## config.mk

```make
export PLATFORM = sky130hd
export DESIGN_NAME = sponge_stream_cipher_byte_flat
export DESIGN_NICKNAME = d
export VERILOG_FILES = /design/src/rtl/core/ssc_pkg.sv /design/src/rtl/core/ssc_if.sv /design/src/rtl/core/sponge_stream_cipher_byte.sv /design/src/rtl/core/ssc_perm_ram.sv /design/src/rtl/core/ssc_seq.sv /design/src/flat_wrapper.sv
export SDC_FILE = /design/constraint.sdc
export NUM_CORES = 2
export LEC_CHECK = 0
export BUFFER_PORTS_ARGS = -buffer_cell sky130_fd_sc_hd__buf_4
export CAP_MARGIN = 30
export CORE_AREA = 3 3 499 501
export CTS_CLUSTER_SIZE = 25
export DETAILED_ROUTE_END_ITERATION = 6
export DIE_AREA = 0 0 502 504
export PLACE_DENSITY = 0.51
export SYNTH_ARGS = -nofsm -noshare
export SYNTH_HDL_FRONTEND = slang
export SYNTH_HIERARCHICAL = 1
export SYNTH_SLANG_ARGS = --single-unit
export TNS_END_PERCENT = 30
```

## constraint.sdc

```tcl
create_clock -name clk -period 7 [get_ports clk]
set_input_delay 1.05 -clock clk [delete_from_list [all_inputs] [get_ports clk]]
set_output_delay 1.05 -clock clk [all_outputs]
set_load 0.02 [all_outputs]
```

## src/rtl/core/ssc_pkg.sv

```systemverilog
`timescale 1ns / 1ps
`default_nettype none
// ----------------------------------------------------------------------------
// Sponge stream cipher package
// Shared item codes, permutation constants and the memory request type.
// ----------------------------------------------------------------------------
package ssc_pkg;

  // Item mode codes.
  localparam logic [2:0] MODE_ABSORB    = 3'd0;
  localparam logic [2:0] MODE_ENCRYPT   = 3'd1;
  localparam logic [2:0] MODE_DECRYPT   = 3'd2;
  localparam logic [2:0] MODE_SQZ_FIRST = 3'd3;
  localparam logic [2:0] MODE_SQZ_NEXT  = 3'd4;

  // Absorb position at which a shuffle runs before the next nibble swap.
  localparam logic [7:0] SHUFFLE_AT  = 8'd241;
  // Nibble swaps target entries 240 to 255, whose high nibble is all ones.
  localparam logic [3:0] NIBBLE_HIGH = 4'hF;
  localparam logic [7:0] STEP_INC    = 8'd2;
  localparam logic [7:0] STEP_INIT   = 8'd1;
  // Last value of the clearing and shuffle counters.
  localparam logic [7:0] COUNT_LAST  = 8'hFF;

  // One cycle of traffic to the permutation memory.
  typedef struct packed {
    logic       we;
    logic [7:0] waddr;
    logic [7:0] wdata;
    logic [7:0] raddr;
  } ram_req_t;

endpackage : ssc_pkg
`default_nettype wire

```

## src/rtl/core/ssc_if.sv

```systemverilog
`timescale 1ns / 1ps
`default_nettype none
// ----------------------------------------------------------------------------
// Sponge stream cipher channel interfaces
// Valid/ready channels for input items and result bytes.
// ----------------------------------------------------------------------------
interface ssc_in_if;
  logic       valid;
  logic       ready;
  logic [2:0] mode;
  logic [7:0] data_byte;

  modport source (output valid, output mode, output data_byte, input ready);
  modport sink   (input valid, input mode, input data_byte, output ready);
endinterface : ssc_in_if

interface ssc_out_if;
  logic       valid;
  logic       ready;
  logic [7:0] out_byte;

  modport source (output valid, output out_byte, input ready);
  modport sink   (input valid, input out_byte, output ready);
endinterface : ssc_out_if
`default_nettype wire

```

## src/rtl/core/sponge_stream_cipher_byte.sv

```systemverilog
`timescale 1ns / 1ps
`default_nettype none
// ----------------------------------------------------------------------------
// Sponge stream cipher, byte serial
// Spritz-style sponge over a 256-byte permutation held in one memory.
// ----------------------------------------------------------------------------
// Usage:
//   item carries one beat per operation: mode (absorb key byte, encrypt,
//   decrypt, squeeze first, squeeze next) and data_byte. result carries one
//   beat of out_byte for every encrypt, decrypt or squeeze item; absorb and
//   unused mode codes produce no result beat.
//   The block works on one item at a time; item.ready is high only while it
//   is waiting for work. Every permutation access goes through the single
//   memory port, one access per cycle. Encrypt, decrypt and squeeze next
//   each run one update, each absorbed byte takes two nibble swaps, and a
//   shuffle is 256 updates. A shuffle runs before the first squeeze and
//   whenever the absorb position reaches 241.
//   After reset the block writes the identity permutation into the memory,
//   one entry per cycle, all 256 entries, before it first raises item.ready.
//   Results go out through an output register. While a result waits there,
//   the next item is still taken and worked on; only when a second result
//   is finished and the register is still full does the block hold.
// ----------------------------------------------------------------------------
module sponge_stream_cipher_byte (
  input  logic       clk,
  input  logic       rst,
  ssc_in_if.sink     item,
  ssc_out_if.source  result
);
  import ssc_pkg::*;

  ram_req_t   ram_req;
  logic [7:0] ram_rdata;
  logic       res_valid;
  logic       res_ready;
  logic [7:0] res_byte;
  logic       out_valid;
  logic [7:0] out_byte;

  // The permutation itself.
  ssc_perm_ram u_ram (
    .clk   (clk),
    .req   (ram_req),
    .rdata (ram_rdata)
  );

  // Update, nibble swap and shuffle sequencing plus the index registers.
  ssc_seq u_seq (
    .clk       (clk),
    .rst       (rst),
    .in_valid  (item.valid),
    .in_ready  (item.ready),
    .in_mode   (item.mode),
    .in_data   (item.data_byte),
    .res_valid (res_valid),
    .res_ready (res_ready),
    .res_byte  (res_byte),
    .ram_req   (ram_req),
    .ram_rdata (ram_rdata)
  );

  // Output register: it can take a new result in the same cycle that the
  // current one is handed over.
  assign res_ready = !out_valid || result.ready;

  always_ff @(posedge clk) begin
    if (rst) begin
      out_valid <= 1'b0;
    end else if (res_valid && res_ready) begin
      out_valid <= 1'b1;
    end else if (result.ready) begin
      out_valid <= 1'b0;
    end
  end

  always_ff @(posedge clk) begin
    if (res_valid && res_ready) begin
      out_byte <= res_byte;
    end
  end

  assign result.valid    = out_valid;
  assign result.out_byte = out_byte;

endmodule : sponge_stream_cipher_byte
`default_nettype wire

```

## src/rtl/core/ssc_perm_ram.sv

```systemverilog
`timescale 1ns / 1ps
`default_nettype none
// ----------------------------------------------------------------------------
// Permutation memory
// 256 x 8 synchronous memory, one write and one registered read per cycle.
// ----------------------------------------------------------------------------
module ssc_perm_ram (
  input  logic              clk,
  input  ssc_pkg::ram_req_t req,
  output logic [7:0]        rdata
);
  import ssc_pkg::*;

  logic [7:0] mem [256];

  always_ff @(posedge clk) begin
    if (req.we) begin
      mem[req.waddr] <= req.wdata;
    end
    rdata <= mem[req.raddr];
  end

endmodule : ssc_perm_ram
`default_nettype wire

```

## src/rtl/core/ssc_seq.sv

```systemverilog
`timescale 1ns / 1ps
`default_nettype none
// ----------------------------------------------------------------------------
// Sponge stream cipher sequencer
// Holds the indices and runs updates, nibble swaps and shuffles against the
// permutation memory one access at a time.
// ----------------------------------------------------------------------------
module ssc_seq (
  input  logic              clk,
  input  logic              rst,
  input  logic              in_valid,
  output logic              in_ready,
  input  logic [2:0]        in_mode,
  input  logic [7:0]        in_data,
  output logic              res_valid,
  input  logic              res_ready,
  output logic [7:0]        res_byte,
  output ssc_pkg::ram_req_t ram_req,
  input  logic [7:0]        ram_rdata
);
  import ssc_pkg::*;

  typedef enum logic [12:0] {
    S_CLEAR = 13'b0000000000001,
    S_IDLE  = 13'b0000000000010,
    S_U0    = 13'b0000000000100,
    S_U1    = 13'b0000000001000,
    S_U2    = 13'b0000000010000,
    S_U3    = 13'b0000000100000,
    S_U4    = 13'b0000001000000,
    S_NCHK  = 13'b0000010000000,
    S_N0    = 13'b0000100000000,
    S_N1    = 13'b0001000000000,
    S_N2    = 13'b0010000000000,
    S_N3    = 13'b0100000000000,
    S_DONE  = 13'b1000000000000
  } state_t;

  state_t     state;
  logic [7:0] clr_cnt;
  logic [7:0] absorb_pos;
  logic [7:0] idx_i;
  logic [7:0] idx_j;
  logic [7:0] step_w;
  logic       shuf_active;
  logic [7:0] shuf_cnt;
  logic [2:0] mode_q;
  logic       nib_hi;
  logic [7:0] data_q;
  logic [7:0] abs_byte;
  logic [7:0] tmp;
  logic [7:0] res_q;
  logic [3:0] nib;
  logic [7:0] xored;

  assign nib       = nib_hi ? abs_byte[7:4] : abs_byte[3:0];
  assign xored     = data_q ^ tmp;
  assign in_ready  = (state == S_IDLE);
  assign res_valid = (state == S_DONE);
  assign res_byte  = res_q;

  // Memory traffic: reads are issued in the state before the one that uses their data.
  always_comb begin
    ram_req = '0;
    unique case (state)
      S_CLEAR: begin
        ram_req.we    = 1'b1;
        ram_req.waddr = clr_cnt;
        ram_req.wdata = clr_cnt;
      end
      S_U0: ram_req.raddr = idx_i + step_w;
      S_U1: ram_req.raddr = idx_j + ram_rdata;
      S_U2: ram_req.raddr = ram_rdata;
      S_U3: begin
        ram_req.we    = 1'b1;
        ram_req.waddr = idx_i;
        ram_req.wdata = ram_rdata;
      end
      S_U4: begin
        ram_req.we    = 1'b1;
        ram_req.waddr = idx_j;
        ram_req.wdata = tmp;
      end
      S_N0: ram_req.raddr = absorb_pos;
      S_N1: ram_req.raddr = {NIBBLE_HIGH, nib};
      S_N2: begin
        ram_req.we    = 1'b1;
        ram_req.waddr = absorb_pos;
        ram_req.wdata = ram_rdata;
      end
      S_N3: begin
        ram_req.we    = 1'b1;
        ram_req.waddr = {NIBBLE_HIGH, nib};
        ram_req.wdata = tmp;
      end
      default: ram_req = '0;
    endcase
  end

  always_ff @(posedge clk) begin
    if (rst) begin
      state       <= S_CLEAR;
      clr_cnt     <= '0;
      absorb_pos  <= '0;
      idx_i       <= '0;
      idx_j       <= '0;
      step_w      <= STEP_INIT;
      shuf_active <= 1'b0;
      shuf_cnt    <= '0;
      mode_q      <= MODE_ABSORB;
      nib_hi      <= 1'b0;
    end else begin
      unique case (state)
        S_CLEAR: begin
          clr_cnt <= clr_cnt + 8'd1;
          if (clr_cnt == COUNT_LAST) begin
            state <= S_IDLE;
          end
        end
        S_IDLE: begin
          if (in_valid) begin
            mode_q <= in_mode;
            data_q <= in_data;
            unique case (in_mode)
              MODE_ABSORB: begin
                idx_j    <= idx_j + in_data;
                abs_byte <= in_data;
                nib_hi   <= 1'b0;
                state    <= S_NCHK;
              end
              MODE_ENCRYPT, MODE_DECRYPT, MODE_SQZ_NEXT: begin
                state <= S_U0;
              end
              MODE_SQZ_FIRST: begin
                shuf_active <= 1'b1;
                shuf_cnt    <= '0;
                state       <= S_U0;
              end
              default: state <= S_IDLE;
            endcase
          end
        end
        S_U0: begin
          idx_i <= idx_i + step_w;
          state <= S_U1;
        end
        S_U1: begin
          tmp   <= ram_rdata;
          state <= S_U2;
        end
        S_U2: begin
          idx_j <= ram_rdata;
          state <= S_U3;
        end
        S_U3: state <= S_U4;
        S_U4: begin
          if (shuf_active) begin
            if (shuf_cnt != COUNT_LAST) begin
              shuf_cnt <= shuf_cnt + 8'd1;
              state    <= S_U0;
            end else begin
              shuf_active <= 1'b0;
              step_w      <= step_w + STEP_INC;
              absorb_pos  <= '0;
              // A squeeze goes on to its emitting update; an absorb, encrypt or decrypt
              // resumes the nibble swap that was waiting for the shuffle.
              state <= (mode_q == MODE_SQZ_FIRST) ? S_U0 : S_N0;
            end
          end else begin
            // After the swap, perm[idx_j] holds the value read at idx_i.
            unique case (mode_q)
              MODE_ENCRYPT: begin
                res_q    <= xored;
                abs_byte <= xored;
                idx_j    <= idx_j + xored;
                nib_hi   <= 1'b0;
                state    <= S_NCHK;
              end
              MODE_DECRYPT: begin
                res_q    <= xored;
                abs_byte <= data_q;
                idx_j    <= idx_j + data_q;
                nib_hi   <= 1'b0;
                state    <= S_NCHK;
              end
              default: begin
                res_q <= tmp;
                state <= S_DONE;
              end
            endcase
          end
        end
        S_NCHK: begin
          if (absorb_pos == SHUFFLE_AT) begin
            shuf_active <= 1'b1;
            shuf_cnt    <= '0;
            state       <= S_U0;
          end else begin
            state <= S_N0;
          end
        end
        S_N0: state <= S_N1;
        S_N1: begin
          tmp   <= ram_rdata;
          state <= S_N2;
        end
        S_N2: state <= S_N3;
        S_N3: begin
          absorb_pos <= absorb_pos + 8'd1;
          if (!nib_hi) begin
            nib_hi <= 1'b1;
            state  <= S_NCHK;
          end else begin
            state <= (mode_q == MODE_ABSORB) ? S_IDLE : S_DONE;
          end
        end
        S_DONE: begin
          if (res_ready) begin
            state <= S_IDLE;
          end
        end
        default: state <= S_IDLE;
      endcase
    end
  end

`ifndef SYNTHESIS
  a_pos_bound: assert property (@(posedge clk) disable iff (rst)
    absorb_pos <= SHUFFLE_AT)
    else $error("absorb position passed the shuffle point");

  a_step_odd: assert property (@(posedge clk) disable iff (rst)
    step_w[0])
    else $error("step became even");

  a_idle_no_write: assert property (@(posedge clk) disable iff (rst)
    (state == S_IDLE || state == S_DONE) |-> !ram_req.we)
    else $error("memory written while no item is in work");

  a_shuffle_in_update: assert property (@(posedge clk) disable iff (rst)
    shuf_active |-> (state == S_U0 || state == S_U1 || state == S_U2 ||
                     state == S_U3 || state == S_U4))
    else $error("shuffle flag set outside the update steps");
`endif

endmodule : ssc_seq
`default_nettype wire

```

## src/flat_wrapper.sv

```systemverilog
// flat-port wrapper written by rule: the top's interface ports become plain ports
module sponge_stream_cipher_byte_flat import ssc_pkg::*;
  (clk, rst, item_valid, item_mode, item_data_byte, item_ready, result_valid, result_out_byte, result_ready);
  ssc_in_if item_i ();
  ssc_out_if result_i ();
  input  logic clk;
  input  logic rst;
  input wire logic [$bits(item_i.valid)-1:0] item_valid;
  input wire logic [$bits(item_i.mode)-1:0] item_mode;
  input wire logic [$bits(item_i.data_byte)-1:0] item_data_byte;
  output wire logic [$bits(item_i.ready)-1:0] item_ready;
  output wire logic [$bits(result_i.valid)-1:0] result_valid;
  output wire logic [$bits(result_i.out_byte)-1:0] result_out_byte;
  input wire logic [$bits(result_i.ready)-1:0] result_ready;
  assign item_i.valid = item_valid;
  assign item_i.mode = item_mode;
  assign item_i.data_byte = item_data_byte;
  assign item_ready = item_i.ready;
  assign result_valid = result_i.valid;
  assign result_out_byte = result_i.out_byte;
  assign result_i.ready = result_ready;
  sponge_stream_cipher_byte u_core (.clk(clk), .rst(rst), .item(item_i), .result(result_i));
endmodule
```

==> run summary <==
The tree is rooted in a clkbuf_16. The all-layer global routing usage came out at 0.183. The worst-case setup slack after placement is 0.862 ns. Along the worst hold path, the cell count comes to 1. The clock period minus worst slack is 6.19 ns. From left edge to right edge, the die measures 502 um. The layout overhead on the synthesized area came out at 13.9%. Among all cell types in the netlist, the one instantiated most often is edfxtp_1. The class of the worst hold path is input pin to register. Across the run, the number of max-cap violations was 0. The maximum net fanout on the critical path came out at 30. Synthesis handed over a netlist of 4,394 instances. The share of cells above drive strength 1 is 0.222. The clock edge transition at the registers on the reported setup and hold paths came out at 0.06 ns. The count of final max-slew check failures is 0. The area of the core is 245,000 um^2.

For this run, the register share of the synthesized area comes to 0.749. The count of hold-fix buffers inserted at cts is 0. The worst register-to-register path begins at u_core/u_seq/state[4].

The clock latency on the worst-skew pair came out at 0.86 ns. Power comes to 26.8 mW. The number of clock sinks seen by CTS came out at 2,162. The flop-to-flop setup slack is 0.81 ns. The port buffer count came out at 24. The count of flip-flops with a built-in enable after synthesis is 2,088. The run finished with clean final reports. Of the post-synthesis cell area, the dominant cell type holds 0.731. Entering global routing, the biggest net connects 173 pins. The post-layout worst setup margin is 0.815 ns. The routability congestion estimate came out at 0.851.

Registers take 64,200 um^2. The number of global-route vias before repair came to 44.4k. For this run, the top clock speed supported by timing is 0.162 GHz. The initial utilization of the core area, before any placement, comes to 0.350.

The flip-flop and latch count after synthesis came out at 2,162. The multi-input combinational cells in the finished layout cover a total of 20,100 um^2. The number of clock buffers added by TritonCTS is 222. STA classifies the critical path startpoint as a register. The count of boundary I/O pins came out at 25. The final cycle utilization of the critical path came out at 0.884. For this block, the initial DRC count from the detailed router was 4,977.

Yosys attributes the largest share of cell area to edfxtp_1 73%, mux4_2 12%, dfxtp_1 1.7%. The share of flip-flops with an asynchronous set or reset is 0. The number of H-tree levels came out at 4.

The mean instance size in the synthesized netlist came out at 19.5 um^2. The detailed-router iteration count before antenna repair is 6. For this run, the leading register cell type out of synthesis is edfxtp_1. The fill cell total of the finished layout came out at 21.8k. For this run, design rule violations remaining after detail routing come to 0.

The net count of the finished layout is 4,641. The floorplan step defined a die boundary enclosing 253,000 um^2. Dividing the detail-routed via count by the number of cells gives 5.52.

The static leakage power came out at 29.4 nW. The buffer count from post-CTS setup fixing came out at 0. Setup violations remaining at the end of the flow were counted as 0. The worst register-to-register path ends at u_core/u_ram/rdata[5]. The cell accounting for the most synthesized area is edfxtp_1. In the final routed layout, each cell accounts on average for 29.3 um. The count of distinct cell types in the synthesized netlist came out at 87. The post-cts repair resize count came out at 0. The HPWL after detailed placement came out at 147,000 um.

TritonCTS built the clock tree. The final count of hold timing violations came to 0. The origin of the worst min-delay path is item_data_byte[4].

The overall routed net length came out at 234,000 um. After synthesis the cells add up to 85,700 um^2. The global-route congestion overflow total came out at 0. The initial antenna violation count is 12.

The power per standard cell area came out at 274 nW/um^2. The number of cells on the worst reg-to-reg path is 14. The critical path in this run is classified as register to register. Setup repair after global routing left no endpoint under its margin. The Yosys warning count is 6.

The maximum clock path buffer count is 3. The worst hold endpoint is u_core/u_seq/data_q[4]. The required time at the worst-slack endpoint is 7.71 ns.

Synthesis produced a netlist with a net count of 4,439. The worst slew margin relative to its limit came out at 0.0603. The setup TNS is 0 ns. The data arrival time of the worst path came out at 6.89 ns. The actual slew at the worst max-slew pin is 1.41 ns. The peak supply drop is 0.224 mV. After synthesis, the most frequently instantiated cells are 2,088 x edfxtp_1, 454 x mux4_2, 347 x nor2_1.

The die boundary height came out at 504 um. The final antenna-violating net count is 0. Row generation in the floorplan step produced 182 rows. STA classifies the critical path endpoint as a register.

The clock tree skew after final layout came out at 0.0355 ns. The detailed router placed 44.2k vias in this run. The first global-routing pass estimated 336,000 um of wire.
state kept, by name, indices dropped and copies added (netlist names):
name and flops:
u_core/u_seq/res_byte 8, u_core/u_seq/tmp 8, u_core/u_seq/clr_cnt 8, u_core/u_seq/abs_byte 8, u_core/u_seq/shuf_active 1, u_core/u_seq/absorb_pos 8, u_core/u_seq/state 13, u_core/result.out_byte 8
u_core/u_seq/step_w 7, u_core/u_seq/idx_j 8, u_core/u_seq/data_q 8, u_core/u_seq/idx_i 8, u_core/u_seq/shuf_cnt 8, u_core/u_ram/rdata 8, u_core/u_seq/mode_q 3, u_core/u_seq/nib_hi 1
u_core/u_ram/mem 2048, u_core/result.valid 1
metrics by stage:
stage,cells,hold slack [ns],util,area [um^2]
after floorplan,4394,0.400,-,85700
after global placement,7574,0.403,0.368,90300
after global routing,8004,0.336,0.398,97700
after CTS,7999,0.304,0.398,97600
final,8006,0.386,0.398,97700
after detailed placement,7588,0.405,0.369,90500
kinds of logic after synthesis:
logic type                 share of synthesized area
AOI/OAI and AO/OA                             0.0433
buffers and inverters                         0.0193
muxes                                          0.138
DFF                                            0.749
adders and majority gates                    0.00464
and+or+nand+nor                               0.0407
xor gates and xnor gates                     0.00578
critical path, cell delays in order (launching register included):
cell and delay, ns:
dfxtp_1 0.38, or4_1 0.65, or4b_1 0.65, nor2_1 0.55, a221o_4 0.50, buf_12 0.29
buf_12 0.30, buf_4 0.27, mux4_2 0.51, a22o_1 0.28, a221oi_1 0.59, o32ai_1 0.20
nor3_1 0.46, buf_4 0.26, nor4_1 0.07
placed cells by master, fill, tap and decap left out, drive strengths merged, types with 9 or more instances in the layout:
cell / instances
nand2b: 20
or3: 17
buf: 241
a21oi: 137
nor3: 39
a211oi: 23
o22ai: 29
a22oi: 144
inv: 27
clkbuf: 291
nand3: 49
and2: 9
xnor2: 28
mux4: 456
o21ai: 30
xor2: 26
bufinv: 19
nand2: 102
clkinv: 90
a222oi: 14
a221oi: 21
nor2b: 40
nand4: 21
ha: 27
mux2i: 144
edfxtp: 2088
o211ai: 17
nor4: 34
nor2: 347
o221ai: 47
dfxtp: 74
power by group:
part           internal [mW]  switching (mW)  total, mW
registers               14.3          0.0874       14.4
logic                  0.147           0.598      0.745
clock network           6.63            4.99       11.6
total                   21.1            5.67       26.8
routing by layer:
metal	wire (um)	track usage	vias up
li1	-	-	18600
met1	101000	0.259	23700
met2	112000	0.293	1604
met3	15900	0.0318	289
met4	5570	0.0486	2
met5	13	0	-
how the worst max path moves through the flow:
stage | from | endpoint | slack (ns) | cells past startpoint
5_1_grt | u_core/u_seq/state[4] | u_core/u_ram/rdata[5] | 0.65 | 14
2_1_floorplan | u_core/u_seq/state[4] | u_core/u_ram/mem[0][2] | 1.07 | 6
3_3_place_gp | u_core/u_seq/state[4] | u_core/u_ram/rdata[5] | 0.41 | 13
4_1_cts | u_core/u_seq/state[4] | u_core/u_ram/rdata[5] | 0.84 | 14
6_report | u_core/u_seq/state[4] | u_core/u_ram/rdata[5] | 0.81 | 14
3_5_place_dp | u_core/u_seq/state[4] | u_core/u_ram/rdata[5] | 0.86 | 14
final cells by class:
cell class              instances  share of cell area
clock inverters               121              0.0127
multi-input cells            1950               0.205
clock buffers                 290              0.0602
inverters                      18             0.00123
well taps                    3220              0.0412
repair buffers                242              0.0224
diodes                          3           0.0000768
flip-flops and latches       2162               0.657
Power figures use the tool's default switching activity.
